**src/hw/rtl/rhs_pkg.sv**
```systemverilog
// ----------------------------------------------------------------------------
// rhs_pkg: shared types and constants of the reflow heater sequencer
// Register indexes, reset values, profile table and the state bundles that
// travel between the relay, profile and panel logic.
// ----------------------------------------------------------------------------
package rhs_pkg;

   // configuration register indexes
   localparam logic [1:0] CFG_WINDOW     = 2'd0;
   localparam logic [1:0] CFG_MIN_SWITCH = 2'd1;
   localparam logic [1:0] CFG_FLOOR      = 2'd2;

   // configuration reset values
   localparam logic [15:0] WINDOW_RST     = 16'd2000;
   localparam logic [9:0]  MIN_SWITCH_RST = 10'd25;
   localparam logic [7:0]  FLOOR_RST      = 8'd4;

   localparam logic [7:0] DRIVE_FULL = 8'd255;

   // modes
   localparam logic [1:0] MODE_INFO    = 2'd0;
   localparam logic [1:0] MODE_PROFILE = 2'd1;
   localparam logic [1:0] MODE_CUSTOM  = 2'd2;

   // phases
   localparam logic [2:0] PHASE_READY   = 3'd0;
   localparam logic [2:0] PHASE_PREHEAT = 3'd1;
   localparam logic [2:0] PHASE_SOAK    = 3'd2;
   localparam logic [2:0] PHASE_REFLOW  = 3'd3;
   localparam logic [2:0] PHASE_COOL    = 3'd4;

   localparam logic [8:0] TARGET_RST = 9'd40;
   localparam logic [8:0] TARGET_MAX = 9'd511;

   // profile phase ends, in milliseconds of elapsed time
   localparam logic [31:0] END_RAMP_MS    = 32'd20000;
   localparam logic [31:0] END_PREHEAT_MS = 32'd60000;
   localparam logic [31:0] END_SOAK_MS    = 32'd120000;
   localparam logic [31:0] END_REFLOW_MS  = 32'd160000;
   // from 162 s on the progress clamps at full scale
   localparam logic [31:0] PCT_SAT_MS     = 32'd162000;
   localparam logic [6:0]  PCT_FULL       = 7'd100;

   // divide by 1000 as (x >> 3) * ceil(2^21 / 125) >> 21, exact below 162000
   localparam logic [14:0] RECIP_125 = 15'd16778;
   localparam int          RECIP_SHIFT = 21;

   // profile table values
   localparam logic [8:0] TEMP_RAMP    = 9'd80;
   localparam logic [8:0] TEMP_PREHEAT = 9'd150;
   localparam logic [8:0] TEMP_SOAK    = 9'd180;
   localparam logic [8:0] TEMP_REFLOW  = 9'd230;
   localparam logic [5:0] LEN_RAMP     = 6'd20;
   localparam logic [5:0] LEN_PREHEAT  = 6'd40;
   localparam logic [5:0] LEN_SOAK     = 6'd60;
   localparam logic [5:0] LEN_REFLOW   = 6'd40;

   typedef struct packed {
      logic [15:0] window_ms;
      logic [9:0]  min_switch_ms;
      logic [7:0]  drive_floor;
   } cfg_type;

   typedef struct packed {
      logic        relay;
      logic        heating;
      logic [31:0] heat_start;
      logic [31:0] cool_start;
      logic [31:0] last_switch;
   } relay_type;

   typedef struct packed {
      logic [8:0] target;
      logic [2:0] phase;
      logic [5:0] phase_len;
      logic [6:0] progress;
      logic       done;
   } prof_type;

   typedef struct packed {
      logic        running;
      logic [1:0]  mode;
      logic [8:0]  target;
      logic [31:0] run_start;
   } panel_type;

endpackage

```
**src/hw/rtl/rhs_relay.sv**
```systemverilog
// ----------------------------------------------------------------------------
// rhs_relay: time-proportioning relay decision
// Next relay state for one pass from the drive level, window and switch
// hold-off; forces the relay off while the sequencer is selecting.
// ----------------------------------------------------------------------------
module rhs_relay import rhs_pkg::*; (
   input  logic        running,
   input  logic [31:0] now_ms,
   input  logic [7:0]  drive_level,
   input  cfg_type     cfg,
   input  relay_type   cur,
   output relay_type   nxt
);

   logic [31:0] since_sw;
   logic [31:0] on_t;
   logic [31:0] off_t;
   logic [39:0] on_x255;
   logic [39:0] off_x255;
   logic [7:0]  drive_rest;
   logic [23:0] win_on;
   logic [23:0] win_off;
   logic        blocked;

   // elapsed times, modulo 2^32
   assign since_sw = now_ms - cur.last_switch;
   assign on_t     = now_ms - cur.heat_start;
   assign off_t    = now_ms - cur.cool_start;
   assign blocked  = since_sw < {22'd0, cfg.min_switch_ms};

   // scale times by 255 as a shift and subtract
   assign on_x255  = {on_t, 8'd0} - {8'd0, on_t};
   assign off_x255 = {off_t, 8'd0} - {8'd0, off_t};

   assign drive_rest = DRIVE_FULL - drive_level;
   assign win_on     = {8'd0, cfg.window_ms} * {16'd0, drive_level};
   assign win_off    = {8'd0, cfg.window_ms} * {16'd0, drive_rest};

   // pick the edge, if any
   always_comb begin
      nxt = cur;
      if (!running) begin
         nxt.relay = 1'b0;
      end else if (!blocked) begin
         if (cur.heating && (drive_level != DRIVE_FULL)) begin
            if (on_x255 > {16'd0, win_on}) begin
               nxt.relay       = 1'b0;
               nxt.heating     = 1'b0;
               nxt.cool_start  = now_ms;
               nxt.last_switch = now_ms;
            end
         end else if (drive_level > cfg.drive_floor) begin
            if (off_x255 > {16'd0, win_off}) begin
               nxt.relay       = 1'b1;
               nxt.heating     = 1'b1;
               nxt.heat_start  = now_ms;
               nxt.last_switch = now_ms;
            end
         end
      end
   end

endmodule

```
**src/hw/rtl/rhs_profile.sv**
```systemverilog
// ----------------------------------------------------------------------------
// rhs_profile: fixed four-phase reflow profile
// Target, phase, phase length and progress from the time since run start.
// ----------------------------------------------------------------------------
module rhs_profile import rhs_pkg::*; (
   input  logic [31:0] elapsed_ms,
   output prof_type    prof
);

   logic [14:0] eighths;
   logic [29:0] prod;
   logic [7:0]  secs;
   logic [9:0]  secs_x5;

   // whole seconds, valid while below the progress clamp
   assign eighths = elapsed_ms[17:3];
   assign prod    = {15'd0, eighths} * {15'd0, RECIP_125};
   assign secs    = prod[RECIP_SHIFT+7:RECIP_SHIFT];
   assign secs_x5 = {secs, 2'd0} + {2'd0, secs};

   // phase table
   always_comb begin
      prof.done = 1'b0;
      if (elapsed_ms < END_RAMP_MS) begin
         prof.target = TEMP_RAMP;    prof.phase = PHASE_PREHEAT; prof.phase_len = LEN_RAMP;
      end else if (elapsed_ms < END_PREHEAT_MS) begin
         prof.target = TEMP_PREHEAT; prof.phase = PHASE_PREHEAT; prof.phase_len = LEN_PREHEAT;
      end else if (elapsed_ms < END_SOAK_MS) begin
         prof.target = TEMP_SOAK;    prof.phase = PHASE_SOAK;    prof.phase_len = LEN_SOAK;
      end else if (elapsed_ms < END_REFLOW_MS) begin
         prof.target = TEMP_REFLOW;  prof.phase = PHASE_REFLOW;  prof.phase_len = LEN_REFLOW;
      end else begin
         prof.target    = 9'd0;
         prof.phase     = PHASE_COOL;
         prof.phase_len = 6'd0;
         prof.done      = 1'b1;
      end
      // progress is secs * 5 / 8, clamped at full scale
      if (elapsed_ms < PCT_SAT_MS) begin
         prof.progress = secs_x5[9:3];
      end else begin
         prof.progress = PCT_FULL;
      end
   end

endmodule

```
**src/hw/rtl/rhs_panel.sv**
```systemverilog
// ----------------------------------------------------------------------------
// rhs_panel: button handling
// Start/stop toggle, mode stepping while selecting and custom target
// trimming while running, applied in start, down, up order.
// ----------------------------------------------------------------------------
module rhs_panel import rhs_pkg::*; (
   input  logic [31:0] now_ms,
   input  logic        press_start,
   input  logic        press_down,
   input  logic        press_up,
   input  panel_type   cur,
   output panel_type   nxt
);

   logic       run;
   logic [1:0] mode_a;
   logic [8:0] tgt_a;

   always_comb begin
      nxt = cur;
      run = cur.running;

      // toggle running, stamp the start
      if (press_start) begin
         run = !cur.running;
         if (!cur.running) begin
            nxt.run_start = now_ms;
         end
      end
      nxt.running = run;

      // step down
      mode_a = cur.mode;
      tgt_a  = cur.target;
      if (press_down) begin
         if (!run) begin
            mode_a = (cur.mode == MODE_INFO) ? MODE_CUSTOM : cur.mode - 2'd1;
         end else if ((cur.mode == MODE_CUSTOM) && (cur.target != 9'd0)) begin
            tgt_a = cur.target - 9'd1;
         end
      end

      // step up
      nxt.mode   = mode_a;
      nxt.target = tgt_a;
      if (press_up) begin
         if (!run) begin
            nxt.mode = (mode_a >= MODE_CUSTOM) ? MODE_INFO : mode_a + 2'd1;
         end else if ((mode_a == MODE_CUSTOM) && (tgt_a != TARGET_MAX)) begin
            nxt.target = tgt_a + 9'd1;
         end
      end
   end

endmodule

```
**src/hw/rtl/reflow_heater_sequencer.sv**
```systemverilog
// ----------------------------------------------------------------------------
// reflow_heater_sequencer: relay driver and reflow profile sequencer
// Input register, one pass of relay, profile and button logic, and the
// sequencer state that doubles as the result register.
// ----------------------------------------------------------------------------
// Each request beat is one control pass and yields one response beat. A beat
// is taken into an input register, and the pass runs once the response
// register is empty or being drained; its result is registered in the
// sequencer state that forms the response. Throughput is one beat per clock
// while the receiver does not stall, bounded by the loop through the relay
// and profile state. Configuration writes take effect at the next clock and
// should only be issued while no beat is in flight.
module reflow_heater_sequencer import rhs_pkg::*; (
   input  logic        clock,
   input  logic        reset,
   input  logic        req_valid,
   output logic        req_ready,
   input  logic [31:0] req_now_ms,
   input  logic [7:0]  req_drive_level,
   input  logic        req_press_start,
   input  logic        req_press_down,
   input  logic        req_press_up,
   output logic        rsp_valid,
   input  logic        rsp_ready,
   output logic        rsp_relay_on,
   output logic        rsp_is_running,
   output logic [1:0]  rsp_mode_now,
   output logic [8:0]  rsp_target_celsius,
   output logic [2:0]  rsp_phase_code,
   output logic [5:0]  rsp_phase_seconds,
   output logic [6:0]  rsp_progress_pct,
   input  logic        csr_wr_en,
   input  logic [1:0]  csr_index,
   input  logic [15:0] csr_wdata
);

   cfg_type     cfg_ff;
   logic        in_vld_ff;
   logic [31:0] in_now_ff;
   logic [7:0]  in_drive_ff;
   logic        in_start_ff;
   logic        in_down_ff;
   logic        in_up_ff;
   logic        out_vld_ff;
   logic        advance;

   relay_type   relay_ff;
   relay_type   relay_in;
   panel_type   panel_ff;
   panel_type   panel_pre;
   panel_type   panel_in;
   prof_type    prof;
   logic [2:0]  phase_ff;
   logic [2:0]  phase_in;
   logic [5:0]  len_ff;
   logic [5:0]  len_in;
   logic [6:0]  pct_ff;
   logic [6:0]  pct_in;
   logic        do_prof;

   // run a pass when the response slot frees up
   assign advance   = in_vld_ff && (!out_vld_ff || rsp_ready);
   assign req_ready = !in_vld_ff || advance;

   // configuration registers
   always_ff @(posedge clock) begin
      if (reset) begin
         cfg_ff.window_ms     <= WINDOW_RST;
         cfg_ff.min_switch_ms <= MIN_SWITCH_RST;
         cfg_ff.drive_floor   <= FLOOR_RST;
      end else if (csr_wr_en) begin
         case (csr_index)
            CFG_WINDOW:     cfg_ff.window_ms     <= csr_wdata;
            CFG_MIN_SWITCH: cfg_ff.min_switch_ms <= csr_wdata[9:0];
            CFG_FLOOR:      cfg_ff.drive_floor   <= csr_wdata[7:0];
            default: ;
         endcase
      end
   end

   // input register
   always_ff @(posedge clock) begin
      if (reset) begin
         in_vld_ff <= 1'b0;
      end else if (req_ready) begin
         in_vld_ff <= req_valid;
      end
   end

   always_ff @(posedge clock) begin
      if (req_valid && req_ready) begin
         in_now_ff   <= req_now_ms;
         in_drive_ff <= req_drive_level;
         in_start_ff <= req_press_start;
         in_down_ff  <= req_press_down;
         in_up_ff    <= req_press_up;
      end
   end

   // relay control
   rhs_relay u_relay (
      .running     (panel_ff.running),
      .now_ms      (in_now_ff),
      .drive_level (in_drive_ff),
      .cfg         (cfg_ff),
      .cur         (relay_ff),
      .nxt         (relay_in)
   );

   // profile update, only while running the profile mode
   rhs_profile u_profile (
      .elapsed_ms (in_now_ff - panel_ff.run_start),
      .prof       (prof)
   );

   assign do_prof = panel_ff.running && (panel_ff.mode == MODE_PROFILE);

   always_comb begin
      panel_pre = panel_ff;
      phase_in  = phase_ff;
      len_in    = len_ff;
      pct_in    = pct_ff;
      if (do_prof) begin
         panel_pre.target = prof.target;
         phase_in         = prof.phase;
         len_in           = prof.phase_len;
         pct_in           = prof.progress;
         if (prof.done) begin
            panel_pre.running = 1'b0;
         end
      end
   end

   // buttons
   rhs_panel u_panel (
      .now_ms      (in_now_ff),
      .press_start (in_start_ff),
      .press_down  (in_down_ff),
      .press_up    (in_up_ff),
      .cur         (panel_pre),
      .nxt         (panel_in)
   );

   // sequencer state, also the response payload
   always_ff @(posedge clock) begin
      if (reset) begin
         out_vld_ff          <= 1'b0;
         relay_ff            <= '0;
         panel_ff.running    <= 1'b0;
         panel_ff.mode       <= MODE_INFO;
         panel_ff.target     <= TARGET_RST;
         panel_ff.run_start  <= 32'd0;
         phase_ff            <= PHASE_READY;
         len_ff              <= 6'd0;
         pct_ff              <= 7'd0;
      end else begin
         if (advance) begin
            out_vld_ff <= 1'b1;
         end else if (rsp_ready) begin
            out_vld_ff <= 1'b0;
         end
         if (advance) begin
            relay_ff <= relay_in;
            panel_ff <= panel_in;
            phase_ff <= phase_in;
            len_ff   <= len_in;
            pct_ff   <= pct_in;
         end
      end
   end

   assign rsp_valid          = out_vld_ff;
   assign rsp_relay_on       = relay_ff.relay;
   assign rsp_is_running     = panel_ff.running;
   assign rsp_mode_now       = panel_ff.mode;
   assign rsp_target_celsius = panel_ff.target;
   assign rsp_phase_code     = phase_ff;
   assign rsp_phase_seconds  = len_ff;
   assign rsp_progress_pct   = pct_ff;

   // a pass that starts while selecting leaves the relay off
   a_idle_relay_off: assert property (@(posedge clock) disable iff (reset)
      (advance && !panel_ff.running) |=> !relay_ff.relay)
      else $error("relay turned on from a selecting pass");

   // the request side stalls only behind a held response
   a_stall_cause: assert property (@(posedge clock) disable iff (reset)
      !req_ready |-> (in_vld_ff && out_vld_ff && !rsp_ready))
      else $error("request stalled without a held response");

   // progress never passes full scale
   a_pct_range: assert property (@(posedge clock) disable iff (reset)
      rsp_valid |-> (rsp_progress_pct <= PCT_FULL))
      else $error("progress above full scale");

endmodule

```
**config.mk**
```make
export PLATFORM = sky130hd
export DESIGN_NAME = reflow_heater_sequencer
export DESIGN_NICKNAME = d
export VERILOG_FILES = /design/src/hw/rtl/rhs_pkg.sv /design/src/hw/rtl/rhs_relay.sv /design/src/hw/rtl/rhs_profile.sv /design/src/hw/rtl/rhs_panel.sv /design/src/hw/rtl/reflow_heater_sequencer.sv
export SDC_FILE = /design/constraint.sdc
export NUM_CORES = 2
export LEC_CHECK = 0
export ABC_AREA = 1
export BUFFER_PORTS_ARGS = -buffer_cell sky130_fd_sc_hd__buf_2
export CORE_ASPECT_RATIO = 0.9
export CORE_UTILIZATION = 30
export CTS_CLUSTER_SIZE = 24
export DETAILED_ROUTE_END_ITERATION = 12
export GPL_ROUTABILITY_DRIVEN = 0
export SLEW_MARGIN = 15
export SYNTH_ARGS = -nofsm -noshare
export SYNTH_HDL_FRONTEND = slang
export SYNTH_SLANG_ARGS = --single-unit
```
**constraint.sdc**
```tcl
create_clock -name clock -period 10.7 [get_ports clock]
set_clock_uncertainty 0.15 [all_clocks]
set_input_delay 2.14 -clock clock [delete_from_list [all_inputs] [get_ports clock]]
set_output_delay 2.14 -clock clock [all_outputs]
set_load 0.05 [all_outputs]
```
==> key figures <==
Finish
  • Fillcell total: 11,970
  • Area of the multi-input gates: approximately 24,000 µm²
  • Commonest non-fill, non-tap cell in the layout: nand2_1
  • Area growth syn-to-layout: 9.584%
  • Share of post-route cells with drive strength above 1: 6.063%
  • Most frequent cells in the layout: nand2_1, inv_1, ha_1
  • Post-route insts no fill: between 6,000 and 7,000
  • Nets: ~5,600
  • Final core occ: 33.15%
  • Sequential cell area: about 5100 µm²

Min path
  • Hold crit path type: flip-flop to flip-flop
  • WHS Path Cells: 2
  • Hold Startpoint: relay_ff[95]
  • Hold endpoint: relay_ff[95]

Global route
  • Congestion Overflow GR: 0
  • Vias in the first global route: 28,980
  • Largest net degree at the start of global routing: 74
  • Global Route Usage Sum: between 10% and 20%
  • Initial antenna violation count: 6
  • First-pass GRT wire length: around 150,000 µm

STA
  • Final-report max-slew violation count: 0
  • Final hold vios: 0
  • Setup Viol. Count Final: 0
  • Least-Margin Pin Slew: between 1 and 1.5 ns
  • RSZ-0062 raised after global routing: no
  • Final worst path period share: approximately 84%
  • Worst slew margin: a little under a third
  • Achievable Freq: 111.4 MHz
  • Setup TNS: 0 ns
  • Min Tclk post-route: about 9 ns

Clock network
  • CTS H-tree lvls: 1
  • Skew-Pair Late Insertion Delay: about 0.61 ns
  • Max Buffers Root-to-Sink: 3
  • Clk root buf: clkbuf_16
  • Clock transition at the registers of the reported paths: ~0.060 ns
  • CTS tree: built
  • Resize count post-CTS: 0
  • CTS buffer count: 30
  • Clock Sinks: ~230
  • Post-CTS Setup Bufs: 0
  • Count of hold-fix buffers inserted at cts: 0

Pwr
  • Leak Pwr: roughly 18 nW
  • Pwr Density: ~210 nW/µm²
  • Pwr Total: 7.515 mW
  • VDD IR max: between 0.0002 and 0.00025 V

Critical path
  • Reg2reg start: in_drive_ff[3]
  • Delay-heaviest family, CP: simple AND/OR/NAND/NOR gates
  • Critical Path Source Type: flip-flop
  • WS Path Type: flip-flop to flip-flop
  • R2r setup slk: between 1.5 and 2 ns
  • FF-to-FF End: relay_ff[73]
  • Worst EP required: about 11 ns
  • Crit path buffers/inverters: 8
  • CP Capture Type: flip-flop
  • Slowest cell delay on critical path: between 0.9 and 1 ns
  • Slowest stage cell, crit path: edfxtp_1
  • Arr. time, crit path: around 9.4 ns
  • R2R cell count: 43
  • Most used cell, CP: inv_1
  • Worst Path Max Fanout: 66

Drt
  • Avg WL per Cell: ~15 µm
  • First-pass DRT Iterations: 7
  • Iteration-0 DRC Markers: ~2,300
  • # DRC: 0
  • Post-route antenna net violation count: 0
  • Routed via count: about 30,000
  • Post-Route WL: approximately 94,000 µm
  • Via density: 4.743

Synthesis
  • Ys flop type: dfxtp_1
  • Avg Cell Area, Syn: about 6.8 µm²
  • Post-Syn Area: 33,080 µm²
  • Ys async rst share: 0%
  • Distinct cells, synth: 63
  • YS warnings: 0
  • Synth area leaders: ha_1, fa_1, nand2_1
  • EDFF count, synth: 43
  • Gate Count Post-Synth: between 4,000 and 5,000
  • Top-area cell type share of the netlist area: 17.21%
  • Leading area contributor after synthesis: ha_1
  • Sequential share of the synthesized area: about 15%
  • Yosys reg bits: 233

Floorplan
  • Die H: around 320 µm
  • Core Area: 109,400 µm²
  • Die footprint: 111,600 µm²
  • Initial Util: 30.25%
  • Std cell rows: 115
  • I/O pin count: just under 100
  • Die Width: roughly 350 µm

Job
  • Max-Cap Viols: 0

Place
  • Port-buffer cells: 94
  • Dpl cells: 6,354
  • Post-DP HPWL: 76,650 µm

Status
  • Status: completed
[logic make-up (layout without fill, tap and decap cells)]
group	count (synthesis)	after routing	synth area share, %
compound gates	850	850	14.27
xor+xnor	192	192	5.220
fa+ha+maj	651	651	29.07
buf+inv	1129	1204	13.11
flops	233	233	15.40
other cells	1	3	0.01134
simple gates	1816	1816	22.92
[layout make-up]
| class | instances | share of cell area (%) |
|---|---|---|
| multi-input combinational | 3511 | 65.27 |
| sequential | 233 | 14.05 |
| inverter | 1013 | 10.49 |
| tap | 1462 | 5.046 |
| clock buffer | 41 | 2.502 |
| timing repair buffer | 135 | 2.147 |
| clock inverter | 15 | 0.4798 |
| antenna | 1 | 0.006903 |
[flip-flops by register name (all words and copies together), names as in the netlist, 2 cells and up]
signal              cells
relay_ff               97
in_drive_ff             8
in_now_ff              32
rsp_phase_code          3
rsp_phase_seconds       2
rsp_target_celsius      9
rsp_progress_pct        7
rsp_mode_now            2
panel_ff               32
cfg_ff                 34
[synthesized netlist by cell type (56+ instances only)]
cell type,count
nand2_1,1039
ha_1,455
o21ai_0,249
inv_1,990
dfxtp_1,190
xor2_1,116
nor2_1,426
a21oi_1,379
clkbuf_1,74
xnor2_1,70
nand4_1,56
nand3_1,146
fa_1,196
[how the worst max path moves through the flow]
stage | start | endpoint | slack, ns | depth (start not counted)
2_1_floorplan | in_drive_ff[7] | relay_ff[2] | 3.25 | 45
3_5_place_dp | in_drive_ff[3] | relay_ff[54] | 1.81 | 41
5_1_grt | in_drive_ff[3] | relay_ff[81] | 0.81 | 43
3_3_place_gp | in_drive_ff[3] | relay_ff[33] | 2.02 | 41
4_1_cts | in_drive_ff[3] | relay_ff[69] | 1.77 | 43
6_report | in_drive_ff[3] | relay_ff[73] | 1.72 | 43
[power by group]
group	switching [mW]	total [mW]	internal, mW
combinational	3.27	5.42	2.15
sequential	0.0436	0.972	0.928
clock	0.451	1.12	0.668
total	3.77	7.51	3.75
[worst reg2reg max path: cells and delay by family (launching register included)]
family,cells,cell delay [ns]
xor gates and xnor gates,1,0.07
and+or+nand+nor,22,2.78
buffers and inverters,8,1.16
adders and majority gates,6,2.64
DFF,1,0.95
AOI/OAI and AO/OA,6,1.13
[through the flow]
stage          setup WS, ns  hold WS, ns  cell area (µm²)
6_report              1.719       0.3057            36250
5_1_grt              0.8113       0.3296            36250
4_1_cts               1.766       0.3096            36240
3_5_place_dp          1.811       0.2996            35160
3_3_place_gp          2.023       0.2936            35160
2_1_floorplan         3.246       0.2774            33080
[routing by layer]
layer / track usage (%) / vias to the layer above / wire length (µm)
met1: 24.14 / 13940 / 46600
met2: 26.43 / 795 / 39490
met5: 0 / - / 38
met3: 2.703 / 92 / 6441
li1: - / 15570 / -
met4: 3.136 / 6 / 1733
Note: power is estimated with default switching activity, not from simulation.
